===== src/hdl/membership_set_table_top_defines.svh =====
// Assertion macros shared by the membership set table RTL.
// Depends on nothing; included by files that carry concurrent assertions.
`ifndef MEMBERSHIP_SET_TABLE_TOP_DEFINES_SVH
`define MEMBERSHIP_SET_TABLE_TOP_DEFINES_SVH

// Same-cycle implication, disabled while reset is high.
`define MST_ASSERT_IMP(lbl, clk, rst, ante, cons, msg) \
  lbl: assert property (@(posedge clk) disable iff (rst) (ante) |-> (cons)) \
    else $error(msg);

// Next-cycle implication, disabled while reset is high.
`define MST_ASSERT_NXT(lbl, clk, rst, ante, cons, msg) \
  lbl: assert property (@(posedge clk) disable iff (rst) (ante) |=> (cons)) \
    else $error(msg);

`endif


===== src/hdl/mst_pkg.sv =====
// Package for the membership set table: codes, defaults and shared types.
// Depends on nothing; used by the interfaces, the slot cell and the top level.
package mst_pkg;

  localparam int MST_SLOTS    = 16;
  localparam int MST_KEY_BITS = 32;

  localparam int OP_W    = 2;
  localparam int REQ_KEY_W = 32;
  localparam int COUNT_W = 5;

  localparam logic [OP_W-1:0] OP_INSERT   = 2'd0;
  localparam logic [OP_W-1:0] OP_REMOVE   = 2'd1;
  localparam logic [OP_W-1:0] OP_CONTAINS = 2'd2;

  // Control part of the search token that walks down the slot chain.
  typedef struct packed {
    logic            valid;
    logic [OP_W-1:0] op;
    logic            hit;   // an earlier slot held the key
    logic            free;  // an earlier slot was free
  } tok_ctl_t;

  // Write command broadcast to all slots at commit.
  typedef struct packed {
    logic set;
    logic clr;
  } wr_cmd_t;

  typedef enum logic [1:0] {
    ST_IDLE,
    ST_SCAN,
    ST_COMMIT
  } state_t;

endpackage


===== src/hdl/mst_req_if.sv =====
// Request channel of the membership set table: valid/ready plus payload.
// Depends on mst_pkg for the field widths.
interface mst_req_if import mst_pkg::*; ();
  logic                 valid;
  logic                 ready;
  logic [OP_W-1:0]      operation;
  logic [REQ_KEY_W-1:0] key;

  modport source (output valid, output operation, output key, input ready);
  modport sink   (input valid, input operation, input key, output ready);
endinterface


===== src/hdl/mst_rsp_if.sv =====
// Response channel of the membership set table: valid/ready plus payload.
// Depends on mst_pkg for the field widths.
interface mst_rsp_if import mst_pkg::*; ();
  logic               valid;
  logic               ready;
  logic               ok;
  logic               table_full;
  logic [COUNT_W-1:0] element_count;

  modport source (output valid, output ok, output table_full, output element_count,
                  input ready);
  modport sink   (input valid, input ok, input table_full, input element_count,
                  output ready);
endinterface


===== src/hdl/mst_cell.sv =====
// One slot of the membership set table: key, valid mark and a token stage.
// Depends on mst_pkg; instantiated in a row by membership_set_table_top.
module mst_cell import mst_pkg::*; #(
  parameter int IDX      = 0,
  parameter int SLOTS    = MST_SLOTS,
  parameter int KEY_BITS = MST_KEY_BITS
) (
  input  logic                       clk,
  input  logic                       rst,
  input  tok_ctl_t                   tok_in,
  input  logic [KEY_BITS-1:0]        tok_in_key,
  input  logic [$clog2(SLOTS)-1:0]   tok_in_hit_idx,
  input  logic [$clog2(SLOTS)-1:0]   tok_in_free_idx,
  output tok_ctl_t                   tok_out,
  output logic [KEY_BITS-1:0]        tok_out_key,
  output logic [$clog2(SLOTS)-1:0]   tok_out_hit_idx,
  output logic [$clog2(SLOTS)-1:0]   tok_out_free_idx,
  input  wr_cmd_t                    wr,
  input  logic [$clog2(SLOTS)-1:0]   wr_idx,
  input  logic [KEY_BITS-1:0]        wr_key
);

  localparam int IDX_W = $clog2(SLOTS);
  localparam logic [IDX_W-1:0] MY_IDX = IDX_W'(IDX);

  logic [KEY_BITS-1:0] slot_key;
  logic                slot_valid;
  logic                match;
  logic                wr_here;

  assign match   = slot_valid && (slot_key == tok_in_key);
  assign wr_here = (wr_idx == MY_IDX);

  always_ff @(posedge clk) begin
    if (rst) begin
      slot_valid <= 1'b0;
    end else if (wr_here && wr.set) begin
      slot_valid <= 1'b1;
    end else if (wr_here && wr.clr) begin
      slot_valid <= 1'b0;
    end
  end

  always_ff @(posedge clk) begin
    if (wr_here && wr.set) begin
      slot_key <= wr_key;
    end
  end

  // The lowest matching and the lowest free slot win: later cells only fill
  // in what no earlier cell has claimed.
  always_ff @(posedge clk) begin
    tok_out.op       <= tok_in.op;
    tok_out.hit      <= tok_in.hit || match;
    tok_out.free     <= tok_in.free || !slot_valid;
    tok_out_key      <= tok_in_key;
    tok_out_hit_idx  <= (!tok_in.hit && match) ? MY_IDX : tok_in_hit_idx;
    tok_out_free_idx <= (!tok_in.free && !slot_valid) ? MY_IDX : tok_in_free_idx;
    if (rst) begin
      tok_out.valid <= 1'b0;
    end else begin
      tok_out.valid <= tok_in.valid;
    end
  end

endmodule


===== src/hdl/membership_set_table_top.sv =====
// Top level of the membership set table: slot chain, sequencer, result register.
// Depends on mst_pkg, mst_req_if, mst_rsp_if, mst_cell and the assertion macros.
`include "membership_set_table_top_defines.svh"

// The membership set table holds up to SLOTS distinct keys of KEY_BITS bits.
// Each request beat carries an operation (insert, remove or contains) and a
// key, and produces exactly one response beat with ok, table_full and the
// element count after the operation. Key bits above KEY_BITS are ignored, and
// the unused operation code leaves the table alone and answers ok = 0.
// The slots form a row of cells. An accepted request becomes a search token
// that steps through one cell per cycle, picking up the lowest slot holding
// the key and the lowest free slot. When the token leaves the last cell the
// sequencer commits: it broadcasts one write to the chosen slot, updates the
// count and loads the response register. The response beat is offered
// once the token has walked the cell row, been captured in the pending
// register and been committed. The next request is accepted in the cycle
// after commit, so only one request is in the table at a time, even while the
// previous response still waits to be taken. Ready stays low during reset.
// The commit itself holds off only when an older response is still unread.
module membership_set_table_top import mst_pkg::*; #(
  parameter int SLOTS    = MST_SLOTS,
  parameter int KEY_BITS = MST_KEY_BITS
) (
  input  logic     clk,
  input  logic     rst,
  mst_req_if.sink  req,
  mst_rsp_if.source rsp
);

  localparam int IDX_W   = $clog2(SLOTS);
  localparam int CNT_W   = $clog2(SLOTS + 1);
  localparam int KEY_USE = (KEY_BITS < REQ_KEY_W) ? KEY_BITS : REQ_KEY_W;

  state_t state, state_next;

  // Token chain: entry s feeds cell s, entry SLOTS is the tail.
  tok_ctl_t            tok     [SLOTS+1];
  logic [KEY_BITS-1:0] tok_key [SLOTS+1];
  logic [IDX_W-1:0]    tok_hit [SLOTS+1];
  logic [IDX_W-1:0]    tok_free[SLOTS+1];

  // Token captured at the tail, waiting for commit.
  tok_ctl_t            pend;
  logic [KEY_BITS-1:0] pend_key;
  logic [IDX_W-1:0]    pend_hit_idx;
  logic [IDX_W-1:0]    pend_free_idx;

  logic [CNT_W-1:0]    count, count_next;
  wr_cmd_t             wr;
  logic [IDX_W-1:0]    wr_idx;
  logic                commit_go;
  logic                res_ok;
  logic                res_full;
  logic                req_beat;

  assign req.ready = (state == ST_IDLE) && !rst;
  assign req_beat  = req.valid && req.ready;

  // Inject the request at the head of the chain, key trimmed to KEY_BITS.
  assign tok[0].valid = req_beat;
  assign tok[0].op    = req.operation;
  assign tok[0].hit   = 1'b0;
  assign tok[0].free  = 1'b0;
  assign tok_key[0]   = KEY_BITS'(req.key[KEY_USE-1:0]);
  assign tok_hit[0]   = '0;
  assign tok_free[0]  = '0;

  for (genvar s = 0; s < SLOTS; s++) begin : g_cell
    mst_cell #(
      .IDX      (s),
      .SLOTS    (SLOTS),
      .KEY_BITS (KEY_BITS)
    ) u_cell (
      .clk              (clk),
      .rst              (rst),
      .tok_in           (tok[s]),
      .tok_in_key       (tok_key[s]),
      .tok_in_hit_idx   (tok_hit[s]),
      .tok_in_free_idx  (tok_free[s]),
      .tok_out          (tok[s+1]),
      .tok_out_key      (tok_key[s+1]),
      .tok_out_hit_idx  (tok_hit[s+1]),
      .tok_out_free_idx (tok_free[s+1]),
      .wr               (wr),
      .wr_idx           (wr_idx),
      .wr_key           (pend_key)
    );
  end

  always_ff @(posedge clk) begin
    if (rst) begin
      state <= ST_IDLE;
    end else begin
      state <= state_next;
    end
  end

  // Sequencer: walk the chain, then commit once the response register is free.
  always_comb begin
    state_next = state;
    commit_go  = 1'b0;
    wr         = '0;
    wr_idx     = pend_free_idx;
    res_ok     = 1'b0;
    res_full   = 1'b0;
    count_next = count;
    case (state)
      ST_IDLE: begin
        if (req_beat) begin
          state_next = ST_SCAN;
        end
      end
      ST_SCAN: begin
        if (tok[SLOTS].valid) begin
          state_next = ST_COMMIT;
        end
      end
      ST_COMMIT: begin
        if (!rsp.valid || rsp.ready) begin
          commit_go  = 1'b1;
          state_next = ST_IDLE;
          case (pend.op)
            OP_INSERT: begin
              if (!pend.hit && pend.free) begin
                wr.set     = 1'b1;
                wr_idx     = pend_free_idx;
                res_ok     = 1'b1;
                count_next = count + CNT_W'(1);
              end else if (!pend.hit) begin
                res_full = 1'b1;
              end
            end
            OP_REMOVE: begin
              if (pend.hit) begin
                wr.clr     = 1'b1;
                wr_idx     = pend_hit_idx;
                res_ok     = 1'b1;
                count_next = count - CNT_W'(1);
              end
            end
            OP_CONTAINS: begin
              res_ok = pend.hit;
            end
            default: begin
              res_ok = 1'b0;
            end
          endcase
        end
      end
      default: begin
        state_next = ST_IDLE;
      end
    endcase
  end

  always_ff @(posedge clk) begin
    if (state == ST_SCAN && tok[SLOTS].valid) begin
      pend          <= tok[SLOTS];
      pend_key      <= tok_key[SLOTS];
      pend_hit_idx  <= tok_hit[SLOTS];
      pend_free_idx <= tok_free[SLOTS];
    end
  end

  always_ff @(posedge clk) begin
    if (rst) begin
      count <= '0;
    end else begin
      count <= count_next;
    end
  end

  // Response register: holds its beat until taken, loads a new one at commit.
  always_ff @(posedge clk) begin
    if (rst) begin
      rsp.valid <= 1'b0;
    end else if (commit_go) begin
      rsp.valid <= 1'b1;
    end else if (rsp.ready) begin
      rsp.valid <= 1'b0;
    end
  end

  always_ff @(posedge clk) begin
    if (commit_go) begin
      rsp.ok            <= res_ok;
      rsp.table_full    <= res_full;
      rsp.element_count <= COUNT_W'(count_next);
    end
  end

  // A commit always leaves a response beat waiting.
  `MST_ASSERT_NXT(a_commit_rsp, clk, rst, commit_go, rsp.valid, "commit without response")
  // The count never runs past the number of slots.
  `MST_ASSERT_IMP(a_count_range, clk, rst, 1'b1, count <= CNT_W'(SLOTS), "count overflow")
  // A successful insert raises the count by exactly one.
  `MST_ASSERT_NXT(a_ins_count, clk, rst, commit_go && wr.set,
                  count == $past(count) + CNT_W'(1), "insert count mismatch")
  // A token reaches the chain tail only while the sequencer is scanning.
  `MST_ASSERT_IMP(a_tail_scan, clk, rst, tok[SLOTS].valid, state == ST_SCAN,
                  "token at tail outside scan")

endmodule


===== src/flat_wrapper.sv =====
// flat-port wrapper written by rule: the top's interface ports become plain ports
module membership_set_table_top_flat import mst_pkg::*;
#(
  parameter int SLOTS    = MST_SLOTS,
  parameter int KEY_BITS = MST_KEY_BITS
)
  (clk, rst, req_valid, req_operation, req_key, req_ready, rsp_valid, rsp_ok, rsp_table_full, rsp_element_count, rsp_ready);
  mst_req_if req_i ();
  mst_rsp_if rsp_i ();
  input  logic clk;
  input  logic rst;
  input wire logic [$bits(req_i.valid)-1:0] req_valid;
  input wire logic [$bits(req_i.operation)-1:0] req_operation;
  input wire logic [$bits(req_i.key)-1:0] req_key;
  output wire logic [$bits(req_i.ready)-1:0] req_ready;
  output wire logic [$bits(rsp_i.valid)-1:0] rsp_valid;
  output wire logic [$bits(rsp_i.ok)-1:0] rsp_ok;
  output wire logic [$bits(rsp_i.table_full)-1:0] rsp_table_full;
  output wire logic [$bits(rsp_i.element_count)-1:0] rsp_element_count;
  input wire logic [$bits(rsp_i.ready)-1:0] rsp_ready;
  assign req_i.valid = req_valid;
  assign req_i.operation = req_operation;
  assign req_i.key = req_key;
  assign req_ready = req_i.ready;
  assign rsp_valid = rsp_i.valid;
  assign rsp_ok = rsp_i.ok;
  assign rsp_table_full = rsp_i.table_full;
  assign rsp_element_count = rsp_i.element_count;
  assign rsp_i.ready = rsp_ready;
  membership_set_table_top #(.SLOTS(SLOTS), .KEY_BITS(KEY_BITS)) u_core (.clk(clk), .rst(rst), .req(req_i), .rsp(rsp_i));
endmodule

===== config.mk =====
export PLATFORM = sky130hd
export DESIGN_NAME = membership_set_table_top_flat
export DESIGN_NICKNAME = d
export VERILOG_FILES = /design/src/hdl/mst_pkg.sv /design/src/hdl/mst_req_if.sv /design/src/hdl/mst_rsp_if.sv /design/src/hdl/mst_cell.sv /design/src/hdl/membership_set_table_top.sv /design/src/flat_wrapper.sv
export VERILOG_INCLUDE_DIRS = /design/src /design/src/hdl
export SDC_FILE = /design/constraint.sdc
export NUM_CORES = 1
export LEC_CHECK = 0
export ABC_AREA = 1
export BUFFER_PORTS_ARGS = -buffer_cell sky130_fd_sc_hd__buf_2
export CAP_MARGIN = 15
export CORE_UTILIZATION = 45
export CTS_BUF_LIST = sky130_fd_sc_hd__clkbuf_2 sky130_fd_sc_hd__clkbuf_4 sky130_fd_sc_hd__clkbuf_8
export DETAILED_ROUTE_END_ITERATION = 16
export GPL_TIMING_DRIVEN = 1
export PLACE_DENSITY = 0.67
export SYNTH_ARGS = -nofsm -noshare
export SYNTH_HDL_FRONTEND = slang
export SYNTH_SLANG_ARGS = --single-unit

===== constraint.sdc =====
create_clock -name clk -period 6.5 [get_ports clk]
set_input_delay 0.975 -clock clk [delete_from_list [all_inputs] [get_ports clk]]
set_output_delay 0.975 -clock clk [all_outputs]
set_load 0.01 [all_outputs]

==> impl_results.md, run 1 <==
- Synth top cells by count: nand2_1, dfxtp_1, inv_1
- PwrDens: 319 nW/µm²
- Clock sink total: 1,277
- Iteration-0 DRC Markers: 1,123
- Overall Global Routing Usage: 0.169
- Antenna-violating nets left: 0
- Worst-path clk slew: 0.06 ns
- Critical Path AT: 3.37 ns
- Total of max-cap violations: 0
- Tcrit/Tclk final: 0.450
- Mapped Nets: 3,789
- Largest stage delay, worst path: 0.58 ns
- Total Nets Final: 4,033
- CP max-delay cell: nor2_2
- Area of the die: about 95,000 µm²
- CP required: 6.94 ns
- Peak supply drop: 0.000210 V
- Clock power frac: 0.424
- Row cnt: 112
- Vias in the first global route: between 20,000 and 25,000
- Routability congestion estimate: 0.883
- Seq pwr share: 0.561
- TritonCTS clock tree: built
- Slew Limit Fails: 0
- Worst hold stages: 1
- Sequential share of the synthesized area: 0.738
- Leakage: between 20 and 25 nW
- # IOs: 47
- WL final: around 78,000 µm
- Fin Clk Skew: approximately 0.024 ns
- Setup violators final: 0
- Distinct cell type count after synthesis: 41
- Worst path top cell family by delay: simple AND/OR/NAND/NOR gates
- Fillcell total: 7,949
- Post-Syn Instances: ~3,700
- Slew @ Worst Pin: 1.13 ns
- Fin crit period: 2.93 ns
- Die width: between 300 and 400 µm
- Switching Fraction: 0.202
- Root buf cell: clkbuf_8
- # Post-CTS Setup Buffers: 0
- Htree depth: 4
- Pint: 12.3 mW
- Chip Height: roughly 310 µm
- Hold Buf Count CTS: 0
- Reg2Reg Depth: 9
- RSZ-0062 raised after global routing: no
- Number of stages on the worst setup path: 9
- Port Buffers: 46
- Async S/R FF share, synth: 0
- TNS Setup: 0 ns
- Worst Hold Class: primary input to register
- CORE AREA: 93,200 µm²
- Final hold vios: 0
- CP Class: register to register
- Post-DP HPWL: 56,600 µm
- Most frequent cell after synthesis: nand2_1
- Mapped Area: 42,300 µm²
- YS warnings: 0
- Post-synth top area share: 0.400
- Num CTS Buffers: about 190
- Element type at the critical path end: register
- Post-synth top area cell: edfxtp_1
- DRT Pass-1 Iters: 5
- Psw: 3.11 mW
- Predominant post-synthesis flop cell: dfxtp_1
- Number of synthesized flops with an enable pin: around 560
- Max Clk Rate: approximately 340 MHz
- Outcome: finished, final reports clean
- Syn Area/Cell: 11.3 µm²
- Final Power: about 15 mW
- Ranking of synthesized cells by area: edfxtp_1, dfxtp_1, nand2_1, inv_1, nor2_1
- Share of total power in combinational logic: 0.015
- Crit path launch type: register
- Largest net degree at the start of global routing: 45
- Slew HR: 0.247
- Routed len/inst: around 14 µm
- Buf/Inv on CP: 5
- FF+latch count, synth: 1,277
- Initial Util: 0.454
- Via count: between 20,000 and 25,000
- Global-route wire length before repair: 123,000 µm
- Overflow after GRT: 0
- Critical path cell sequence: inv_1, ha_1, inv_1, nor2_2, inv_1, nor2_2, nand3_1, inv_1, buf_4
- Post_cts resized: 0
- CTS max path bufs: 3
- Critical-path maximum fanout: 32
- Layout cells sized above 1: 0.122
- Drt via density: 4.44
- Crit path top cell by count: inv_1
- Clk_lat worst skew: between 0.8 and 0.9 ns
- Residual DRC count: 0
- P&R area growth vs syn: 14.0%
- Initial antenna violation count: 5
==> final timing paths <==
path | from | endpoint | slack, ns
setup / recovery | u_core.pend[2]$_DFFE_PP_ | u_core.g_cell[0].u_cell.slot_key[17]$_DFFE_PP_ | 3.57
hold / removal | req_operation[1] | u_core.g_cell[0].u_cell.tok_out[3]$_DFF_P_ | 0.28
setup reg to reg | u_core.pend[2]$_DFFE_PP_ | u_core.g_cell[0].u_cell.slot_key[17]$_DFFE_PP_ | 3.57
hold reg to reg | u_core.g_cell[14].u_cell.tok_out[2]$_DFF_P_ | u_core.g_cell[15].u_cell.tok_out[2]$_DFF_P_ | 0.32
==> registers in the layout, summed over array words and instances (netlist names), 2 cells and up <==
| signal | cells |
|---|---|
| u_core.pend | 4 |
| u_core.g_cell.u_cell.tok_out | 80 |
| u_core.g_cell.u_cell.slot_key | 512 |
| u_core.g_cell.u_cell.tok_out_free_idx | 49 |
| u_core.pend_hit_idx | 4 |
| u_core.pend_key | 32 |
| u_core.g_cell.u_cell.slot_valid | 16 |
| u_core.count | 5 |
| u_core.g_cell.u_cell.tok_out_hit_idx | 49 |
| u_core.pend_free_idx | 4 |
| u_core.state | 2 |
| u_core.g_cell.u_cell.tok_out_key | 512 |
| u_core.rsp.element_count | 5 |
==> power groups by stage <==
stage	clock (mW)	combinational, mW	sequential (mW)
finish	6.52	0.234	8.62
global route	7.06	0.271	8.64
CTS	6.68	0.236	8.62
detailed placement	0	0.234	8.80
global placement	0	0.226	8.79
floorplan	0	0.178	8.74
==> logic make-up after synthesis <==
logic type,after synthesis,synth area share
simple gates,1505,0.149
buf+inv,634,0.0566
fa+ha+maj,5,0.00148
xor+xnor,162,0.0336
flops,1277,0.738
compound gates,163,0.0213
==> metrics by stage <==
step                 util  worst slack (ns)  hold slack [ns]  instances  area (µm²)
floorplan               -              3.70            0.310       3746       42300
global placement    0.474              2.95            0.310       5051       44100
detailed placement  0.474              2.89            0.312       5051       44100
CTS                 0.516              3.35            0.206       5402       48100
global route        0.517              3.36            0.216       5408       48200
finish              0.517              3.57            0.280       5409       48200
==> layout make-up <==
cell class / count / area, µm² / area share
sequential: 1277 / 31200 / 0.647
multi-input combinational: 1835 / 8690 / 0.180
clock buffer: 308 / 3640 / 0.0754
inverter: 626 / 2350 / 0.0488
tap: 1254 / 1570 / 0.0325
timing repair buffer: 63 / 438 / 0.00908
clock inverter: 43 / 325 / 0.00675
antenna: 3 / 7.51 / 0.000156
==> routing by layer <==
metal	up-vias	track usage	share of wire	wire (µm)
li1	12300	-	-	-
met1	11100	0.212	0.45	35400
met2	441	0.281	0.47	37000
met3	166	0.0341	0.040	3170
met4	0	0.0788	0.035	2780
met5	-	0	0	0
==> cells in the final DEF, fill, tap and decap left out, types with 47 or more instances in the layout <==
master,netlist,layout
nand2_1,797,797
nand3_1,99,99
clkbuf_4,0,96
clkbuf_8,0,212
xor2_1,47,47
o21ai_0,91,91
dfxtp_1,714,714
xnor2_1,115,115
inv_1,622,621
nor2_1,433,433
edfxtp_1,563,563
or2_2,76,76
No activity file was read; power rests on OpenSTA's default activity.
==> inputs of run 2 (changes only) <==
--- a/config.mk
+++ b/config.mk
@@ -6,7 +6,7 @@
 export SDC_FILE = /design/constraint.sdc
 export NUM_CORES = 1
 export LEC_CHECK = 0
-export ABC_AREA = 1
+export ABC_AREA = 0
 export BUFFER_PORTS_ARGS = -buffer_cell sky130_fd_sc_hd__buf_2
 export CAP_MARGIN = 15
 export CORE_UTILIZATION = 45
==> constraint.sdc (replaced) <==
create_clock -name clk -period 2.85 [get_ports clk]
set_input_delay 0.4275 -clock clk [delete_from_list [all_inputs] [get_ports clk]]
set_output_delay 0.4275 -clock clk [all_outputs]
set_load 0.01 [all_outputs]
==> run 2 against run 1 <==
Global-route usage increased by 3.3 points. Final area fell by 5.8%. Maximum frequency grew 9.9%. Critical endpoint is now u_core.g_cell[12].u_cell.slot_key[15]$_DFFE_PP_.
==> impl_results.md, run 2 <==
- Outcome: finished, final reports clean
- Async S/R FF share, synth: 0
- Final Power: between 30 and 40 mW
- Synth top cells by count: dfxtp_1, edfxtp_1, xor2_1
- Max Clk Rate: about 380 MHz
- DRT Pass-1 Iters: 5
- Htree depth: 4
- Leakage: 16.5 nW
- Antenna-violating nets left: 0
- FF+latch count, synth: ~1,300
- Overflow after GRT: 0
- Mapped Area: 38,900 µm²
- Row cnt: approximately 110
- Post-Syn Instances: roughly 2,300
- Largest stage delay, worst path: around 0.65 ns
- Most frequent cell after synthesis: dfxtp_1
- CTS max path bufs: 3
- # IOs: 47
- CORE AREA: 85,400 µm²
- Vias in the first global route: 19,800
- Area of the die: 87,700 µm²
- Worst hold stages: 2
- PwrDens: around 770 nW/µm²
- TNS Setup: 0 ns
- FF/Latch Area: 31,200 µm²
- Tcrit/Tclk final: 0.934
- Multi-input gate area in the final layout: 7570 µm²
- Worst-path clk slew: ~0.060 ns
- Drt via density: between 4 and 5
- Crit path launch type: register
- Slew Limit Fails: 0
- Mapped Nets: 2,387
- Overall Global Routing Usage: 0.202
- Routability congestion estimate: roughly 0.88
- Slew HR: 0.281
- Worst Hold Class: primary input to register
- CP Class: register to register
- Port Buffers: 46
- Post-synth top area share: 0.434
- Initial antenna violation count: 10
- CP required: 3.35 ns
- Fin crit period: 2.66 ns
- Fillcell total: approximately 7,000
- Chip Height: between 200 and 300 µm
- Root buf cell: clkbuf_8
- Post-synth top area cell: edfxtp_1
- Post-DP HPWL: 58,500 µm
- CP max-delay cell: or4_1
- Most frequent cells in the layout: dfxtp_1, edfxtp_1, xor2_1, xnor2_1, clkbuf_8
- Largest net degree at the start of global routing: 44
- Commonest non-fill, non-tap cell in the layout: dfxtp_1
- Final hold vios: 0
- Peak supply drop: roughly 0.00047 V
- Residual DRC count: 0
- Crit path top cell by count: nand2_2
- TritonCTS clock tree: built
- Slew @ Worst Pin: 1.08 ns
- Ranking of synthesized cells by area: edfxtp_1, dfxtp_1, xor2_1, xnor2_1, nor4_1
- RSZ-0062 raised after global routing: no
- Die width: 296 µm
- WL final: 87,600 µm
- Setup violators final: 0
- Layout cells sized above 1: 0.178
- Critical Path AT: 3.17 ns
- # Post-CTS Setup Buffers: 0
- Iteration-0 DRC Markers: between 1,500 and 2,000
- Total Nets Final: 2,697
- Initial Util: 0.456
- Reg2Reg Depth: 8
- Routed len/inst: about 22 µm
- Predominant post-synthesis flop cell: dfxtp_1
- Clock sink total: 1,277
- Element type at the critical path end: register
- Via count: 19,500
- Sequential share of the synthesized area: 0.802
- YS warnings: 0
- Fin Clk Skew: 0.0360 ns
- Distinct cell type count after synthesis: between 60 and 70
- Regs by FF count: u_core.g_cell.u_cell.slot_key: 512 flops, u_core.g_cell.u_cell.tok_out_key: 512 flops, u_core.g_cell.u_cell.tok_out: 80 flops
- Syn Area/Cell: 16.6 µm²
- Number of synthesized flops with an enable pin: 563
- P&R area growth vs syn: 16.8%
- Clk_lat worst skew: between 0.8 and 0.9 ns
- Num CTS Buffers: 182
- Total of max-cap violations: 0
- Critical-path maximum fanout: 32
- Global-route wire length before repair: 127,000 µm
- Critical path cell sequence: inv_1, ha_1, nand2_2, or4_1, o21ai_0, nand2_2, nor2_2, buf_12
[run 2: cell count changes in the layout (fill, tap and decap cells not counted), moves of 69 or more]
| cell | delta |
|---|---|
| inv_1 | -574 |
| nand2_1 | -771 |
| nand3_1 | -80 |
| nor2_1 | -406 |
| nor4_1 | +71 |
| o21ai_0 | -69 |
| xnor2_1 | +119 |
| xor2_1 | +202 |
[run 2: worst paths after layout]
| path | from | to | slack [ns] |
|---|---|---|---|
| setup / recovery | u_core.pend[3]$_DFFE_PP_ | u_core.g_cell[12].u_cell.slot_key[15]$_DFFE_PP_ | 0.19 |
| hold / removal | req_operation[0] | u_core.g_cell[0].u_cell.tok_out[2]$_DFF_P_ | 0.25 |
| setup reg to reg | u_core.pend[3]$_DFFE_PP_ | u_core.g_cell[12].u_cell.slot_key[15]$_DFFE_PP_ | 0.19 |
| hold reg to reg | u_core.g_cell[10].u_cell.tok_out[2]$_DFF_P_ | u_core.g_cell[11].u_cell.tok_out[2]$_DFF_P_ | 0.32 |
[run 2: repair_timing]
item                       in CTS  in global routing
hold buffers                   37                  0
gates resized for setup         0                  1
hold endpoints to repair       53                  0
setup endpoints to repair       0                 47
[run 2: cells by family (layout without fill, tap and decap cells)]
logic type,count (synthesis),in the layout,synth area share
other,0,1,0
adders and majority gates,5,5,0.00161
DFF,1277,1277,0.802
and+or+nand+nor,412,412,0.0620
AOI/OAI and AO/OA,107,107,0.0192
xor gates and xnor gates,483,483,0.109
muxes,5,5,0.00135
buffers and inverters,55,524,0.00547
[run 2: critical path: cells and delay by family (launching register included)]
kind	cells	cell delay, ns
adder cells (fa/ha/maj)	1	0.29
AND/OR/NAND/NOR	4	1.17
buffers and inverters	2	0.31
flip-flops	1	0.39
AO/OA/AOI/OAI	1	0.15
[run 2: where the power goes]
part / switching (mW) / internal [mW]
logic: 0.204 / 0.266
registers: 0.353 / 19.4
clock network: 6.68 / 7.95
[run 2: through the flow]
step | worst slack [ns] | hold slack [ns] | cells | instance area (µm²) | utilization
detailed placement | 0.167 | 0.312 | 3577 | 41200 | 0.482
finish | 0.187 | 0.252 | 3958 | 45400 | 0.532
global placement | 0.198 | 0.310 | 3577 | 41200 | 0.482
global route | 0.0630 | 0.215 | 3957 | 45400 | 0.532
CTS | 0.139 | 0.161 | 3957 | 45400 | 0.532
floorplan | -0.576 | 0.310 | 2344 | 39000 | -
[run 2: layout make-up]
class,instances,area share
Sequential cell,1277,0.687
Inverter,47,0.00388
Timing Repair Buffer,134,0.0263
Clock inverter,47,0.00708
Multi-Input combinational cell,1012,0.167
Clock buffer,296,0.0779
Tap cell,1144,0.0315
Antenna cell,1,0.0000551
[run 2: routing by layer]
layer,global-route usage,vias up,share of wire
met4,0.0837,0,0.030
met3,0.0355,180,0.052
met2,0.336,674,0.49
li1,-,8917,-
met5,0,-,0
met1,0.261,9726,0.43
